==> src/sv/u8dec_pkg.sv <==
// Shared types and constants for the UTF-8 to UTF-32 decoder.
`default_nettype none

package u8dec_pkg;

  // Width of one decoded code point
  localparam int unsigned CpWidth = 21;

  // Default depth of the event queue between front and back
  localparam int unsigned QueueDepthDefault = 4;

  // Value sent as byte-order mark
  localparam logic [CpWidth-1:0] MarkValue = 21'h00FEFF;

  // Payload masks for lead bytes of each length and for continuation bytes
  localparam logic [7:0] MaskLead2 = 8'h1F;
  localparam logic [7:0] MaskLead3 = 8'h0F;
  localparam logic [7:0] MaskLead4 = 8'h07;
  localparam logic [7:0] MaskCont  = 8'h3F;

  // Kind of one result word
  typedef enum logic [1:0] {
    KIND_CODE = 2'd0,
    KIND_MARK = 2'd1,
    KIND_BAD  = 2'd2
  } result_kind_t;

  // Class of a byte seen in lead position
  typedef enum logic [2:0] {
    LEAD_SINGLE,
    LEAD_TWO,
    LEAD_THREE,
    LEAD_FOUR,
    LEAD_BAD
  } lead_class_t;

  // One finished event passed from front to back
  typedef struct packed {
    logic [CpWidth-1:0] cp;
    result_kind_t       kind;
    logic               with_mark;
  } event_t;

  // Classify a lead byte by its leading ones
  function automatic lead_class_t classify_lead(input logic [7:0] b);
    lead_class_t c;
    unique casez (b)
      8'b0???????: c = LEAD_SINGLE;
      8'b10??????: c = LEAD_SINGLE;
      8'b110?????: c = LEAD_TWO;
      8'b1110????: c = LEAD_THREE;
      8'b11110???: c = LEAD_FOUR;
      default:     c = LEAD_BAD;
    endcase
    return c;
  endfunction

endpackage

`default_nettype wire

==> src/sv/u8dec_front.sv <==
// Front end: accepts bytes, gathers sequences and posts finished events.
`default_nettype none

module u8dec_front (
  input  wire logic               clk,
  input  wire logic               rst,
  input  wire logic               cfg_write_en,
  input  wire logic               cfg_write_data,
  input  wire logic               in_valid,
  output logic                    in_ready,
  input  wire logic [7:0]         in_byte,
  input  wire logic               queue_full,
  output logic                    push,
  output u8dec_pkg::event_t       push_event
);

  logic [2:0]                       bytes_expected, bytes_expected_next;
  logic [2:0]                       bytes_seen, bytes_seen_next;
  logic [u8dec_pkg::CpWidth-1:0]    bit_accumulator, bit_accumulator_next;
  logic                             mark_sent, mark_sent_next;
  logic                             emit_byte_order_mark;
  logic                             accept;
  logic                             need_mark;
  logic [2:0]                       seen_inc;
  logic [u8dec_pkg::CpWidth-1:0]    acc_shift;
  logic [7:0]                       cont_bits;
  u8dec_pkg::lead_class_t           lead_class;

  assign in_ready   = !queue_full;
  assign accept     = in_valid && in_ready;
  assign need_mark  = !mark_sent && emit_byte_order_mark;
  assign lead_class = u8dec_pkg::classify_lead(in_byte);
  assign seen_inc   = bytes_seen + 3'd1;
  assign cont_bits  = in_byte & u8dec_pkg::MaskCont;
  assign acc_shift  = {bit_accumulator[u8dec_pkg::CpWidth-7:0], cont_bits[5:0]};

  // Decode one byte and decide whether it finishes an event
  always_comb begin
    bytes_expected_next  = bytes_expected;
    bytes_seen_next      = bytes_seen;
    bit_accumulator_next = bit_accumulator;
    mark_sent_next       = mark_sent;
    push                 = 1'b0;
    push_event.cp        = '0;
    push_event.kind      = u8dec_pkg::KIND_CODE;
    push_event.with_mark = 1'b0;
    if (accept) begin
      if (bytes_expected == 3'd0) begin
        unique case (lead_class)
          u8dec_pkg::LEAD_SINGLE: begin
            push                 = 1'b1;
            push_event.cp        = {{(u8dec_pkg::CpWidth-8){1'b0}}, in_byte};
            push_event.with_mark = need_mark;
            mark_sent_next       = 1'b1;
          end
          u8dec_pkg::LEAD_TWO: begin
            bytes_expected_next  = 3'd2;
            bytes_seen_next      = 3'd1;
            bit_accumulator_next = {{(u8dec_pkg::CpWidth-8){1'b0}},
                                    in_byte & u8dec_pkg::MaskLead2};
          end
          u8dec_pkg::LEAD_THREE: begin
            bytes_expected_next  = 3'd3;
            bytes_seen_next      = 3'd1;
            bit_accumulator_next = {{(u8dec_pkg::CpWidth-8){1'b0}},
                                    in_byte & u8dec_pkg::MaskLead3};
          end
          u8dec_pkg::LEAD_FOUR: begin
            bytes_expected_next  = 3'd4;
            bytes_seen_next      = 3'd1;
            bit_accumulator_next = {{(u8dec_pkg::CpWidth-8){1'b0}},
                                    in_byte & u8dec_pkg::MaskLead4};
          end
          default: begin
            push            = 1'b1;
            push_event.kind = u8dec_pkg::KIND_BAD;
          end
        endcase
      end else if (seen_inc >= bytes_expected) begin
        // close the sequence
        push                 = 1'b1;
        push_event.cp        = acc_shift;
        push_event.with_mark = need_mark;
        mark_sent_next       = 1'b1;
        bytes_expected_next  = 3'd0;
        bytes_seen_next      = 3'd0;
        bit_accumulator_next = '0;
      end else begin
        bytes_seen_next      = seen_inc;
        bit_accumulator_next = acc_shift;
      end
    end
  end

  // Hold sequence state
  always_ff @(posedge clk) begin
    if (rst) begin
      bytes_expected  <= 3'd0;
      bytes_seen      <= 3'd0;
      bit_accumulator <= '0;
      mark_sent       <= 1'b0;
    end else begin
      bytes_expected  <= bytes_expected_next;
      bytes_seen      <= bytes_seen_next;
      bit_accumulator <= bit_accumulator_next;
      mark_sent       <= mark_sent_next;
    end
  end

  // Configuration register
  always_ff @(posedge clk) begin
    if (rst) begin
      emit_byte_order_mark <= 1'b1;
    end else if (cfg_write_en) begin
      emit_byte_order_mark <= cfg_write_data;
    end
  end

endmodule

`default_nettype wire

==> src/sv/u8dec_queue.sv <==
// Small event queue between the front and back ends.
`default_nettype none

module u8dec_queue #(
  parameter int unsigned Depth = u8dec_pkg::QueueDepthDefault
) (
  input  wire logic               clk,
  input  wire logic               rst,
  input  wire logic               push,
  input  wire u8dec_pkg::event_t  push_event,
  input  wire logic               pop,
  output logic                    full,
  output logic                    not_empty,
  output u8dec_pkg::event_t       head
);

  localparam int unsigned PtrW = (Depth > 1) ? $clog2(Depth) : 1;
  localparam int unsigned CntW = $clog2(Depth + 1);
  localparam logic [PtrW-1:0] LastPtr = PtrW'(Depth - 1);

  u8dec_pkg::event_t entries [Depth];
  logic [PtrW-1:0]   wr_ptr, rd_ptr;
  logic [CntW-1:0]   count;
  logic              do_push, do_pop;

  assign full      = (count == CntW'(Depth));
  assign not_empty = (count != '0);
  assign do_push   = push && !full;
  assign do_pop    = pop && not_empty;
  assign head      = entries[rd_ptr];

  // Write storage
  always_ff @(posedge clk) begin
    if (do_push) begin
      entries[wr_ptr] <= push_event;
    end
  end

  // Advance pointers and count
  always_ff @(posedge clk) begin
    if (rst) begin
      wr_ptr <= '0;
      rd_ptr <= '0;
      count  <= '0;
    end else begin
      if (do_push) begin
        wr_ptr <= (wr_ptr == LastPtr) ? '0 : wr_ptr + PtrW'(1);
      end
      if (do_pop) begin
        rd_ptr <= (rd_ptr == LastPtr) ? '0 : rd_ptr + PtrW'(1);
      end
      if (do_push && !do_pop) begin
        count <= count + CntW'(1);
      end else if (do_pop && !do_push) begin
        count <= count - CntW'(1);
      end
    end
  end

endmodule

`default_nettype wire

==> src/sv/u8dec_back.sv <==
// Back end: expands events into result words on the output register.
`default_nettype none

module u8dec_back (
  input  wire logic                          clk,
  input  wire logic                          rst,
  input  wire logic                          head_valid,
  input  wire u8dec_pkg::event_t             head,
  output logic                               pop,
  output logic                               out_valid,
  input  wire logic                          out_ready,
  output logic [u8dec_pkg::CpWidth-1:0]      code_point,
  output logic [1:0]                         result_kind,
  output logic                               last_of_run
);

  logic                    load;
  logic                    mark_done;
  logic                    issue_mark;

  assign load       = !out_valid || out_ready;
  assign issue_mark = head.with_mark && !mark_done;
  assign pop        = load && head_valid && !issue_mark;

  // Output register control
  always_ff @(posedge clk) begin
    if (rst) begin
      out_valid <= 1'b0;
      mark_done <= 1'b0;
    end else if (load) begin
      out_valid <= head_valid;
      if (head_valid) begin
        mark_done <= issue_mark;
      end
    end
  end

  // Output payload
  always_ff @(posedge clk) begin
    if (load && head_valid) begin
      if (issue_mark) begin
        code_point  <= u8dec_pkg::MarkValue;
        result_kind <= u8dec_pkg::KIND_MARK;
        last_of_run <= 1'b0;
      end else begin
        code_point  <= head.cp;
        result_kind <= head.kind;
        last_of_run <= 1'b1;
      end
    end
  end

endmodule

`default_nettype wire

==> src/sv/utf8_to_utf32_decoder.sv <==
// Top level of the UTF-8 to UTF-32 decoder.
//
//   channel  | handshake                  | words
//   ---------+----------------------------+----------------------------------------
//   input    | in_valid / in_ready        | in_byte
//   output   | out_valid / out_ready      | code_point, result_kind, last_of_run
//   config   | cfg_write_en (no wait)     | cfg_write_data (byte-order mark enable)
//
// One byte is taken every cycle while the event queue has room; a finished
// code point passes through the event queue to the output register.
// The one-time mark is an extra output word ahead of the first code point, absorbed by the queue.
// Reset is synchronous and clears the sequence state, queue and output valid.
// Input stalls only when the queue (QueueDepth events) is full.
`default_nettype none

module utf8_to_utf32_decoder #(
  parameter int unsigned QueueDepth = u8dec_pkg::QueueDepthDefault
) (
  input  wire logic                          clk,
  input  wire logic                          rst,
  input  wire logic                          cfg_write_en,
  input  wire logic                          cfg_write_data,
  input  wire logic                          in_valid,
  output logic                               in_ready,
  input  wire logic [7:0]                    in_byte,
  output logic                               out_valid,
  input  wire logic                          out_ready,
  output logic [u8dec_pkg::CpWidth-1:0]      code_point,
  output logic [1:0]                         result_kind,
  output logic                               last_of_run
);

  logic              push, pop, full, not_empty;
  u8dec_pkg::event_t push_event, head;

  u8dec_front u_front (
    .clk            (clk),
    .rst            (rst),
    .cfg_write_en   (cfg_write_en),
    .cfg_write_data (cfg_write_data),
    .in_valid       (in_valid),
    .in_ready       (in_ready),
    .in_byte        (in_byte),
    .queue_full     (full),
    .push           (push),
    .push_event     (push_event)
  );

  u8dec_queue #(
    .Depth (QueueDepth)
  ) u_queue (
    .clk        (clk),
    .rst        (rst),
    .push       (push),
    .push_event (push_event),
    .pop        (pop),
    .full       (full),
    .not_empty  (not_empty),
    .head       (head)
  );

  u8dec_back u_back (
    .clk         (clk),
    .rst         (rst),
    .head_valid  (not_empty),
    .head        (head),
    .pop         (pop),
    .out_valid   (out_valid),
    .out_ready   (out_ready),
    .code_point  (code_point),
    .result_kind (result_kind),
    .last_of_run (last_of_run)
  );

endmodule

`default_nettype wire
==> config.mk <==
export PLATFORM = sky130hd
export DESIGN_NAME = utf8_to_utf32_decoder
export DESIGN_NICKNAME = d
export VERILOG_FILES = /design/src/sv/u8dec_pkg.sv /design/src/sv/u8dec_front.sv /design/src/sv/u8dec_queue.sv /design/src/sv/u8dec_back.sv /design/src/sv/utf8_to_utf32_decoder.sv
export SDC_FILE = /design/constraint.sdc
export NUM_CORES = 1
export LEC_CHECK = 0
export ABC_AREA = 1
export ABC_CLOCK_PERIOD_IN_PS = 5700
export BUFFER_PORTS_ARGS = -buffer_cell sky130_fd_sc_hd__buf_2
export CORE_MARGIN = 2
export CORE_UTILIZATION = 40
export DETAILED_ROUTE_END_ITERATION = 10
export PLACE_DENSITY = 0.63
export SYNTH_ARGS = -nofsm -noshare
export SYNTH_HDL_FRONTEND = slang
export SYNTH_SLANG_ARGS = --single-unit
==> constraint.sdc <==
create_clock -name clk -period 5.7 [get_ports clk]
set_input_delay 0.285 -clock clk [delete_from_list [all_inputs] [get_ports clk]]
set_output_delay 0.285 -clock clk [all_outputs]
set_load 0.01 [all_outputs]
# [Word level (Yosys, flattened, before mapping)]
# Memory sizes are Yosys's and may differ from the RTL's. A register that Yosys moved wholly into a read port is not among the register bits.
# Cells that the tools add are included.
[classes] n_mux=35 eq_ne=13 reduce_logical=30 add_sub_neg=5 bitwise_logic=1 n_lt_le_gt_ge=1
[ops] operator="15-bit case mux with 3 select lines" n=1
[ops] operator="21-bit 2-to-1 mux" n=2
[ops] operator="15-bit 2-to-1 mux" n=2
[ops] operator="24-bit 2-to-1 mux" n=1
[ops] operator="3-bit 2-to-1 mux" n=7
[ops] operator="1-bit 2-to-1 mux" n=13
[ops] operator="2-bit 2-to-1 mux" n=6
[ops] operator="3-bit case mux with 4 select lines" n=1
[ops] operator="1-bit logical AND" n=9
[ops] operator="3-bit case mux with 3 select lines" n=1
[ops] operator="8-bit 2-to-1 mux" n=1
[ops] operator="1-bit zero test" n=7
[ops] operator="3-bit by 1-bit adder with 3-bit output (second input constant)" n=2
[ops] operator="2-bit equality test (second input constant)" n=3
[ops] operator="3-bit by 2-bit equality test with 1-bit output (second input constant)" n=2
[ops] operator="3-bit equality test (second input constant)" n=2
[ops] operator="3-bit zero test" n=2
[ops] operator="2-bit AND reduction" n=3
[ops] operator="3-bit AND reduction" n=2
[ops] operator="5-bit equality test (second input constant)" n=1
[ops] operator="2-bit by 1-bit adder with 2-bit output (second input constant)" n=2
[ops] operator="4-bit equality test (second input constant)" n=1
[ops] operator="2-bit inequality test (second input constant)" n=2
[ops] operator="4-bit inequality test (second input constant)" n=1
[ops] operator="10 further kinds" n=11
[totals] output_inout_bits=26 input_bits=14 word_cells=99 n_memories=1 ram_bits=96 regBits=56
[mem_list] name="u_queue.entries" words=4 width=24 read_ports=1 rd_ports_with_merged_regs=1 write_ports=1 line_no="u8dec_queue.sv:21" text="u8dec_pkg::event_t entries [Depth];"

# [Logic depth before layout (Yosys ltp)]
# Gate-level depths: netlist of the first run.
[logic_depth] word_depth=13 ltp_mapped=16 ltp_nobuf=16

# [Hierarchy]
# From an unflattened synthesis of the first run, not the netlist that was laid out.
[unflattened] cells_unflattened=572 area_unflattened_um2=6575.1
[modules_own_cells] module="u8dec_queue" area_each_um2=4226.6 instances=1 cells_per_inst=302 seq_area_each_um2=3062.9
[modules_own_cells] module="u8dec_front" area_each_um2=1346.3 instances=1 cells_per_inst=198 seq_area_each_um2=460.4
[modules_own_cells] module="u8dec_back" area_each_um2=1002.2 instances=1 cells_per_inst=72 seq_area_each_um2=760.7

# [Least setup slack after synthesis of the first run]
# No wires, ideal clock.
[synth_timing] kind="register -> register" start="reg u_queue.count[1]" end="reg u_queue.count[1]" synth_period_minus_slack_ns=3.319 n_path_buf=0 arrival_ns=3.199 setup_slack_ns=2.381 path_stages_with_launch=10 setup_ns=0.120 required_ns=5.580 cell_sequence="dfxtp_1 inv_1 a31oi_1 and2_1 inv_1 ha_1 inv_1 fa_1 o21ai_0 a21oi_1"
[synth_between] elab_chain_len=8 elab_cells_between_ends=18 classes_between="add/sub (2); eq/ne (1); mux (3); reduce/logical (12)"
[synth_rtl] item="start, declared" line_no="u8dec_queue.sv:23" text="logic [CntW-1:0] count;"
[synth_rtl] item="start signal, assigned" line_no="u8dec_queue.sv:53" text="count <= count + CntW'(1);"
[synth_rtl] item="start signal, assigned" line_no="u8dec_queue.sv:55" text="count <= count - CntW'(1);"
[synth_rtl] item="3-bit equality test" line_no="u8dec_queue.sv:26" text="assign full = (count == CntW'(Depth));"
[synth_rtl] item="1-bit zero test" line_no="u8dec_front.sv:29, u8dec_queue.sv:28"
[synth_rtl] item="1-bit logical AND" line_no="u8dec_front.sv:30" text="assign accept = in_valid && in_ready;"
[synth_rtl] item="1-bit 2-to-1 mux" line_no="u8dec_front.sv:47" text="if (accept) begin"
[synth_rtl] item="1-bit logical AND" line_no="u8dec_queue.sv:28" text="assign do_push = push && !full;"
[synth_rtl] item="1-bit zero test" line_no="u8dec_queue.sv:54" text="end else if (do_pop && !do_push) begin"
[synth_rtl] item="1-bit logical AND" line_no="u8dec_queue.sv:54"
[synth_rtl] item="2-bit nonzero test (no line)"
# Parallel ways exist; a longest one is shown, timed or not. The select of a mux whose other input is x is not followed.
# A chain may end at the register's enable or synchronous reset.

==> results of run 1 <==
[metal layers]
| metal | up-vias | wire, microns | part of all wire [%] |
|---|---|---|---|
| met5 | - | 0 | 0 |
| met2 | 94 | 5830 | 48 |
| met4 | 0 | 148 | 1.2 |
| met1 | 1917 | 5720 | 47 |
| li1 | 1914 | - | - |
| met3 | 12 | 530 | 4.3 |
[placed cells by master, fill, tap and decap left out]
master      instances
clkinvlp_4          3
dfxtp_1            34
nand2_1            67
a21oi_1            26
or2_2               1
o21ai_0            31
nand3b_1            3
o221ai_1           15
inv_6               1
nor2_1             74
xor2_1              2
buf_2              39
edfxtp_1          116
bufinv_16           2
nor2_2              6
nand3_2             2
o32ai_1             7
clkinv_4            3
nand3_4             3
nand3_1            25
nand2_4             2
and2_1              1
inv_2               6
nand4_1             2
nor3_1              5
ha_1               10
a31oi_4             1
clkinv_1            2
clkbuf_16          17
fa_1                1
clkinv_2            4
inv_1              46
buf_4               6
mux2i_1            15
nand2_2             2
[final cells by class]
type | count | area, sq um | share of cell area [%]
clock buffer | 17 | 425 | 6.00
tap | 188 | 235 | 3.32
sequential | 150 | 4160 | 58.7
timing repair buffer | 45 | 240 | 3.39
multi-input combinational | 301 | 1680 | 23.8
inverter | 53 | 204 | 2.88
clock inverter | 14 | 136 | 1.92
[cells by family after synthesis]
logic type               share of synthesized area [%]
AND/OR/NAND/NOR                                   14.0
AO/OA/AOI/OAI                                     7.84
adder cells (fa/ha/maj)                           2.35
XOR/XNOR                                         0.284
multiplexers                                      2.43
buffers and inverters                             5.71
flip-flops                                        67.4
[worst paths after layout]
| check | startpoint | to | cells past startpoint |
|---|---|---|---|
| setup / recovery | register | u_queue.count[2] | 15 |
| hold / removal | cfg_write_en | u_front.emit_byte_order_mark | 2 |
| setup reg to reg | register | u_queue.count[2] | 15 |
| hold reg to reg | u_front.mark_sent | u_front.mark_sent | 2 |
[power groups by stage]
stage / logic, W / registers [W] / clock network [W]
final: 0.00142 / 0.00168 / 0.00106
after global routing: 0.00160 / 0.00171 / 0.00112
after CTS: 0.00145 / 0.00168 / 0.00108
after detailed placement: 0.00144 / 0.00170 / 0
after global placement: 0.00139 / 0.00169 / 0
after floorplan: 0.00101 / 0.00174 / 0
[per-stage QoR]
step	util [%]	total power, W	std cells	hold slack, ns	instance area, sq um
after floorplan	-	0.00275	529	0.385	6180
after global placement	43.1	0.00308	737	0.438	6530
after detailed placement	43.1	0.00314	737	0.443	6530
after CTS	46.8	0.00421	768	0.0470	7090
after global routing	46.8	0.00442	768	0.0769	7090
final	46.8	0.00416	768	0.0560	7090
[flip-flops by register name, summed over array words and instances (netlist names), named ones only]
register	cells
u_queue.entries	92
u_back.code_point	21
u_front.bit_accumulator	15
u_front.bytes_expected	3
u_front.bytes_seen	3
u_queue.count	3
u_back.result_kind	2
u_queue.rd_ptr	2
u_queue.wr_ptr	2
u_back.last_of_run	1
u_back.mark_done	1
u_back.out_valid	1
u_front.emit_byte_order_mark	1
u_front.mark_sent	1
==> reports/qor.txt, run 1 <==
layout cells sized above 1 = 16.9%
overall die area = 16400 sq um
GPL Wtd Cong = 0.794
Critical Path RT = 6.01 ns
Lkg Pwr = 2.65 nW
area delta synth->final = 14.8%
Mapped Cells = 529
worst skew pair latency = 0.42 ns
first-pass GRT wire length = 19.7 mm
Crit path max-delay family = simple AND/OR/NAND/NOR gates
cells along the critical path = buf_4, inv_2, nand2_1, nand3b_1, nand2_1, nand2_1, and2_1, inv_1, ha_1, inv_1, fa_1, a21oi_1, o21ai_0, o21ai_0, a21oi_1
syn nets = 554
Max VDD drop = 404 uV
CTS Buf Count = 17
Layout Nets = 593
core box area = 15100 sq um
most used cell, CP = nand2_1
Seq pwr share = 40.3%
slack of the critical path = 1.82 ns
final hold violation count = 0
DR vias = 3937
Slew Viols, Final = 0
ys flop type = edfxtp_1
status = complete, no violations
layer with the highest usage = met2
Period minus WS final = 3.88 ns
top post-synthesis cells by count = 116 x edfxtp_1, 78 x nor2_1, 67 x nand2_1
CP Data Arrival Time = 4.18 ns
Gate power share = 34.2%
CTS sink count = 150
sequential area share after synthesis = 67.4%
number of global-route vias before repair = 3803
diode count = 0
met3 Usage GRT = 4.09%
endpoint class of the critical path = register
Clock power frac = 25.5%
# hold bufs at CTS = 0
Remaining Overflow, GRT = 0
Max Freq = 0.258 GHz
Synth area leaders = edfxtp_1 56%, dfxtp_1 11%, nor2_1 4.7%, nand2_1 4.1%, inv_1 2.8%
Buf/Inv on CP = 4
chip width = 128 microns
clock slew at the register clock pins of the worst setup and hold paths = 0.06 ns
quantity of I/O buffers inserted on ports = 39
Post-DRT Antenna Nets = 0
CTS tree = yes
Die H = 128 microns
# setup viols final = 0
Tcrit/Tclk final = 68.0%
synth unique cells = 31
GRT met1 Usage = 21.1%
I/O pin cnt = 40
WL final = 12.2 mm
largest net degree at the start of global routing = 48
H-tree levels = 4
Worst Max-Slew Pin Slew = 1.07 ns
HP Class = input pin to register
vias per cell = 5.13
slowest cell on the critical path = nand2_1
Initial Util = 40.8%
pre-CTS setup slack = 1.82 ns
Routed WL per cell = 15.9 microns
Bufs on Longest Clock Path = 2
syn_area_per_cell = 11.7 sq um
top cell type's share of synthesized area = 56.4%
initial antenna violation count = 0
GRT met2 Usage = 25.0%
Post-synth EDFFs = 116
Iteration-0 DRC Markers = 341
maxcap violations = 0
cell area after synthesis = 6180 sq um
Setup Total Neg Slack = 0 ns
Worst Setup Start Kind = register
Tot GR Track Use = 15.7%
DP HPWL = 7.67 mm
RSZ-0062 raised after global routing = no
Sw Ratio = 36.0%
post_cts resized = 0
reg2reg setup slack = 1.82 ns
root buf cell = clkbuf_16
Cell Rows = 45
asr flop ratio synth = 0%
area leader, netlist = edfxtp_1
number of fill cells in the layout = 1355
Int Pwr = 0.00266 W
Final Skew = 0.0123 ns
DRC Markers = 0
P per Cell Area = 587 nW/um^2
critical-path maximum fanout = 47
CP max stage delay = 0.62 ns
1st-pass router iterations = 5
NetSw = 0.00150 W
critical setup path kind = register to register
Syn. warnings = 0
count leader, synth = edfxtp_1
Setup Fix Bufs, Post-CTS = 0
Seq cells post-synth = 150
Max-Slew Margin vs Limit = 28.5%
No activity file was read; power rests on OpenSTA's default activity.
==> inputs of run 2 (changes only) <==
- ABC_CLOCK_PERIOD_IN_PS: 5700 -> 3500
- PLACE_DENSITY: 0.63 -> 0.65
- clock period: 5.7 -> 3.5 ns (I/O delays scaled with it)
==> reports/qor.txt, run 2 (same netlist as run 1, synthesis figures left out) <==
status = complete, no violations
Routed WL per cell = 15.0 microns (-5.8%)
endpoint class of the critical path = register
most common library cell in the layout ignoring fill and taps = edfxtp_1
critical-path maximum fanout = 9 (-81%)
DR vias = 3850 (-2.2%)
Hold EP = u_front.bit_accumulator[1]
Clock power frac = 25.8% (+0.3 points)
# hold bufs at CTS = 2 (+2)
GRT met1 Usage = 19.6% (-1.5 points)
met3 Usage GRT = 5.05% (+0.96 points)
Non-Filler Instances = 774 (+0.78%)
largest net degree at the start of global routing = 45 (-6.3%)
commonest cells after routing, fill and taps aside = 116 x edfxtp_1, 74 x nor2_1, 67 x nand2_1
Worst Setup Start Kind = register
worst skew pair latency = 0.41 ns (about the same)
hold depth = 3 (+1)
Inst Count DP = 740 (+0.41%)
Tcrit/Tclk final = 85.2% (+17 points)
Gate power share = 33.9% (-0.3 points)
area delta synth->final = 15.8%
reg2reg start = u_front.bytes_seen[0]
Cell Rows = 45 (unchanged)
slack of the critical path = 0.517 ns (-1.31 ns)
vias per cell = 4.97 (-3.0%)
worst hold start = in_byte[1]
Worst Max-Slew Pin Slew = 0.637 ns (-0.433 ns)
number of global-route vias before repair = 3775 (-0.74%)
Setup crit start = u_front.bytes_seen[0]
Max Freq = 0.335 GHz (+30%)
layer with the highest usage = met2
Final Skew = 0.00775 ns (-0.00455 ns)
quantity of I/O buffers inserted on ports = 39 (unchanged)
DP HPWL = 7.05 mm (-8.1%)
Die H = 128 microns (unchanged)
Initial Util = 40.8% (unchanged)
CTS sink count = 150 (unchanged)
Setup Total Neg Slack = 0 ns (unchanged)
Slew Viols, Final = 0 (unchanged)
Lkg Pwr = 2.68 nW (+1.0%)
footprint of the multi-input gates = 1680 sq um (unchanged)
pre-CTS setup slack = 0.555 ns (-1.27 ns)
Max-Slew Margin vs Limit = 57.4% (+29 points)
Period minus WS final = 2.98 ns (-0.894 ns)
GPL Wtd Cong = 0.839 (+5.6%)
storage element area = 4160 sq um (unchanged)
CP Data Arrival Time = 3.28 ns (-0.90 ns)
number of fill cells in the layout = 1351 (-0.30%)
worst flop-to-flop path endpoint = u_queue.count[2]
I/O pin cnt = 40 (unchanged)
Iteration-0 DRC Markers = 299 (-12%)
reg2reg setup slack = 0.52 ns (-1.31 ns)
root buf cell = clkbuf_16
# setup viols final = 0 (unchanged)
chip width = 128 microns (unchanged)
Int Pwr = 0.00438 W (+64%)
clock slew at the register clock pins of the worst setup and hold paths = 0.06 ns (about the same)
Seq pwr share = 40.2% (about the same)
worst r2r path cells = 16 (+1)
Setup Fix Bufs, Post-CTS = 0 (unchanged)
RSZ-0062 raised after global routing = no
H-tree levels = 4 (unchanged)
initial antenna violation count = 0 (unchanged)
Tot GR Track Use = 15.1% (-0.65 points)
Layout Nets = 598 (+0.84%)
Sw Ratio = 35.4% (-0.63 points)
1st-pass router iterations = 4 (-1)
CTS tree = yes
NetSw = 0.00240 W (+60%)
critical setup path kind = register to register
Max VDD drop = 679 uV (+68%)
final hold violation count = 0 (unchanged)
Post-DRT Antenna Nets = 0 (unchanged)
diode count = 0 (unchanged)
P per Cell Area = 948 nW/um^2 (+61%)
Largest Register = u_queue.entries
Remaining Overflow, GRT = 0 (unchanged)
WL final = 11.6 mm (-5.1%)
Bufs on Longest Clock Path = 2 (unchanged)
GRT met2 Usage = 23.5% (-1.5 points)
Critical Path RT = 3.80 ns (-2.21 ns)
maxcap violations = 0 (unchanged)
overall die area = 16400 sq um (unchanged)
CTS Buf Count = 17 (unchanged)
core box area = 15100 sq um (unchanged)
DRC Markers = 0 (unchanged)
post_cts resized = 0 (unchanged)
Top Registers = u_queue.entries x92, u_back.code_point x21, u_front.bit_accumulator x15
Largest register FFs = 92 (unchanged)
HP Class = input pin to register
first-pass GRT wire length = 18.7 mm (-4.8%)
layout cells sized above 1 = 17.4% (+0.51 points)
## run 2: changes by cell type in the layout (fill, tap and decap cells not counted)
| cell | previous run | this run |
|---|---|---|
| bufinv_16 | 2 | 1 |
| inv_6 | 1 | 2 |
| clkinv_2 | 4 | 1 |
| clkbuf_8 | 0 | 4 |
| clkinv_1 | 2 | 0 |
| buf_4 | 6 | 9 |
| dlygate4sd3_1 | 0 | 2 |
| clkbuf_1 | 0 | 2 |
## run 2: per-layer routing
| layer | vias to the layer above | wire length (microns) |
|---|---|---|
| li1 | 1929 | - |
| met3 | 6 | 638 |
| met4 | 0 | 68 |
| met1 | 1825 | 5490 |
| met5 | - | 0 |
| met2 | 90 | 5420 |
## run 2: through the flow
step | hold WS [ns] | cell area (sq um) | utilization [%] | power (W)
after floorplan | 0.275 | 6180 | - | 0.00448
after global placement | 0.378 | 6550 | 43.2 | 0.00504
after detailed placement | 0.382 | 6550 | 43.2 | 0.00510
after CTS | 0.0307 | 7150 | 47.2 | 0.00687
after global routing | 0.0500 | 7150 | 47.2 | 0.00724
final | 0.0480 | 7150 | 47.2 | 0.00678
## run 2: final cells by class
type	instances	share of cell area, %
well taps	188	3.29
inverters	53	2.85
multi-input cells	301	23.6
clock inverters	9	1.29
repair buffers	50	3.95
flip-flops and latches	150	58.2
clock buffers	23	6.82
## run 2: worst max-delay path by stage
stage | endpoint | slack (ns)
after floorplan | u_queue.count[1] | 0.18
after global placement | u_queue.count[2] | 0.65
after detailed placement | u_queue.count[2] | 0.55
after CTS | u_queue.count[2] | 0.50
after global routing | u_queue.count[2] | 0.27
final | u_queue.count[2] | 0.52
## run 2: critical path, cell delays in order (launching register included)
cell and delay (ns):
dfxtp_1 0.34, ha_1 0.22, xor2_1 0.15, ha_1 0.34, nand2_1 0.07, nor2_1 0.11
nor2_2 0.06, nand3_4 0.12, nand2_1 0.19, inv_2 0.12, ha_1 0.14, inv_1 0.08
fa_1 0.46, a21oi_1 0.15, o21ai_0 0.11, o21ai_0 0.16, a21oi_1 0.06
## run 2: power by group through the flow
stage          logic, W  clock network, W  registers, W
3_5_place_dp    0.00234                 0       0.00276
4_1_cts         0.00235           0.00179       0.00273
5_1_grt         0.00261           0.00186       0.00278
6_report        0.00230           0.00175       0.00273
2_1_floorplan   0.00164                 0       0.00284
3_3_place_gp    0.00229                 0       0.00275
==> inputs of run 3 (changes only) <==
--- a/config.mk
+++ b/config.mk
@@ -11,5 +11,5 @@
 export CORE_MARGIN = 2
-export CORE_UTILIZATION = 40
+export CORE_UTILIZATION = 45
 export DETAILED_ROUTE_END_ITERATION = 10
-export PLACE_DENSITY = 0.65
+export PLACE_DENSITY = 0.71
 export SYNTH_ARGS = -nofsm -noshare
--- a/constraint.sdc
+++ b/constraint.sdc
@@ -3,2 +3,2 @@
 set_output_delay 0.175 -clock clk [all_outputs]
-set_load 0.01 [all_outputs]
+set_load 0.1 [all_outputs]
==> reports/qor.txt, run 3 (same netlist as run 1, synthesis figures left out) <==
CP Data Arrival Time = 3.24 ns (-0.04 ns)
worst skew pair latency = 0.42 ns (about the same)
reg2reg setup slack = 0.57 ns (+0.05 ns)
footprint of the multi-input gates = 1680 sq um (unchanged)
Critical Path RT = 3.80 ns (about the same)
first-pass GRT wire length = 18.6 mm (-0.66%)
Bufs on Longest Clock Path = 2 (unchanged)
WL final = 11.6 mm (-0.25%)
critical setup path kind = register to register
Worst Max-Slew Pin Slew = 0.600 ns (-0.0372 ns)
Setup Total Neg Slack = 0 ns (unchanged)
Max-Slew Margin vs Limit = 60.0% (+2.5 points)
GPL Wtd Cong = 0.857 (+2.1%)
Worst Setup Start Kind = register
Tot GR Track Use = 17.1% (+2.0 points)
endpoint class of the critical path = register
Die H = 121 microns (-5.5%)
maxcap violations = 0 (unchanged)
area delta synth->final = 15.4%
clock slew at the register clock pins of the worst setup and hold paths = 0.06 ns (about the same)
final hold violation count = 0 (unchanged)
1st-pass router iterations = 4 (unchanged)
RSZ-0062 raised after global routing = no
CTS sink count = 150 (unchanged)
Remaining Overflow, GRT = 0 (unchanged)
initial antenna violation count = 0 (unchanged)
HP Class = input pin to register
vias per cell = 5.16 (+3.7%)
quantity of I/O buffers inserted on ports = 39 (unchanged)
Period minus WS final = 2.93 ns (-0.0492 ns)
number of fill cells in the layout = 1153 (-15%)
core box area = 13300 sq um (-12%)
Slew Viols, Final = 0 (unchanged)
CTS tree = yes
Tcrit/Tclk final = 83.8% (-1.4 points)
storage element area = 4160 sq um (unchanged)
Iteration-0 DRC Markers = 288 (-3.7%)
Post-DRT Antenna Nets = 0 (unchanged)
# setup viols final = 0 (unchanged)
number of global-route vias before repair = 3852 (+2.0%)
status = complete, no violations
Cell Rows = 42 (-6.7%)
Max Freq = 0.341 GHz (+1.7%)
commonest cells after routing, fill and taps aside = 116 x edfxtp_1, 74 x nor2_1, 67 x nand2_1
post_cts resized = 0 (unchanged)
Largest Register = u_queue.entries
Initial Util = 46.3% (+5.5 points)
H-tree levels = 4 (unchanged)
Top Registers = u_queue.entries x92, u_back.code_point x21, u_front.bit_accumulator x15
chip width = 121 microns (-5.5%)
critical-path maximum fanout = 9 (unchanged)
overall die area = 14700 sq um (-11%)
diode count = 0 (unchanged)
I/O pin cnt = 40 (unchanged)
largest net degree at the start of global routing = 35 (-22%)
Routed WL per cell = 15.2 microns (+1.5%)
DR vias = 3924 (+1.9%)
Layout Nets = 598 (unchanged)
layout cells sized above 1 = 16.6% (-0.82 points)
Final Skew = 0.0128 ns (+0.00503 ns)
Largest register FFs = 92 (unchanged)
most common library cell in the layout ignoring fill and taps = edfxtp_1
CTS Buf Count = 17 (unchanged)
root buf cell = clkbuf_16
DRC Markers = 0 (unchanged)
DP HPWL = 7.09 mm (+0.62%)
==> run 3: cell types whose count changed in the layout (fill, tap and decap cells not counted) <==
cell and change:
inv_6 -2, bufinv_16 +2, clkinvlp_4 -2, clkinv_2 +2, clkbuf_8 -4, clkinv_4 -1, clkinv_1 +4
==> run 3: layer usage <==
layer  share of wire (%)  up-vias  wire length, microns  track usage [%]
li1                    -     1925                     -                -
met2                  50      110                  5810             27.7
met3                 6.8        8                   786             4.32
met5                   0        -                     0                0
met1                  41     1881                  4790             21.1
met4                 1.7        0                   199             9.12
==> run 3: layout make-up <==
type                    instances  share of cell area [%]
repair buffers                 50                    3.97
inverters                      53                    2.86
clock buffers                  19                    6.08
flip-flops and latches        150                    58.4
well taps                     176                    3.09
clock inverters                12                    1.91
multi-input cells             301                    23.6
==> run 3: timing repair <==
| action | 4_1_cts | 5_1_grt |
|---|---|---|
| hold buffers | 2 | 0 |
| setup buffers | 0 | 0 |
| endpoints found under the hold margin | 1 | 0 |
==> run 3: final timing paths <==
| check | start | to | depth (start not counted) |
|---|---|---|---|
| setup / recovery | u_front.bytes_seen[0] | u_queue.count[2] | 16 |
| hold / removal | in_byte[1] | u_front.bit_accumulator[1] | 3 |
| setup reg to reg | u_front.bytes_seen[0] | u_queue.count[2] | 16 |
| hold reg to reg | u_front.bit_accumulator[11] | u_front.bit_accumulator[11] | 2 |
==> run 3: metrics by stage <==
step	cells	utilization (%)	worst slack, ns	hold WS [ns]	instance area (sq um)
final	761	53.4	0.566	0.0691	7120
after floorplan	529	-	0.483	0.275	6180
after global placement	728	49.0	0.671	0.369	6540
after detailed placement	728	49.0	0.583	0.386	6540
after global routing	761	53.4	0.318	0.0663	7120
after CTS	761	53.4	0.567	0.0455	7120
==> run 3: worst max-delay path, stage by stage (launching register included) <==
cell and delay [ns]:
dfxtp_1 0.34, ha_1 0.21, xor2_1 0.16, ha_1 0.34
nand2_1 0.06, nor2_1 0.12, nor2_2 0.06, nand3_4 0.12
nand2_1 0.19, inv_2 0.12, ha_1 0.14, inv_1 0.07
fa_1 0.43, a21oi_1 0.14, o21ai_0 0.10, o21ai_0 0.16
a21oi_1 0.05
Power of run 3 is left out: the tool's default activity adds up to more than one toggle a clock period on the data nets, which glitch-free logic cannot reach.
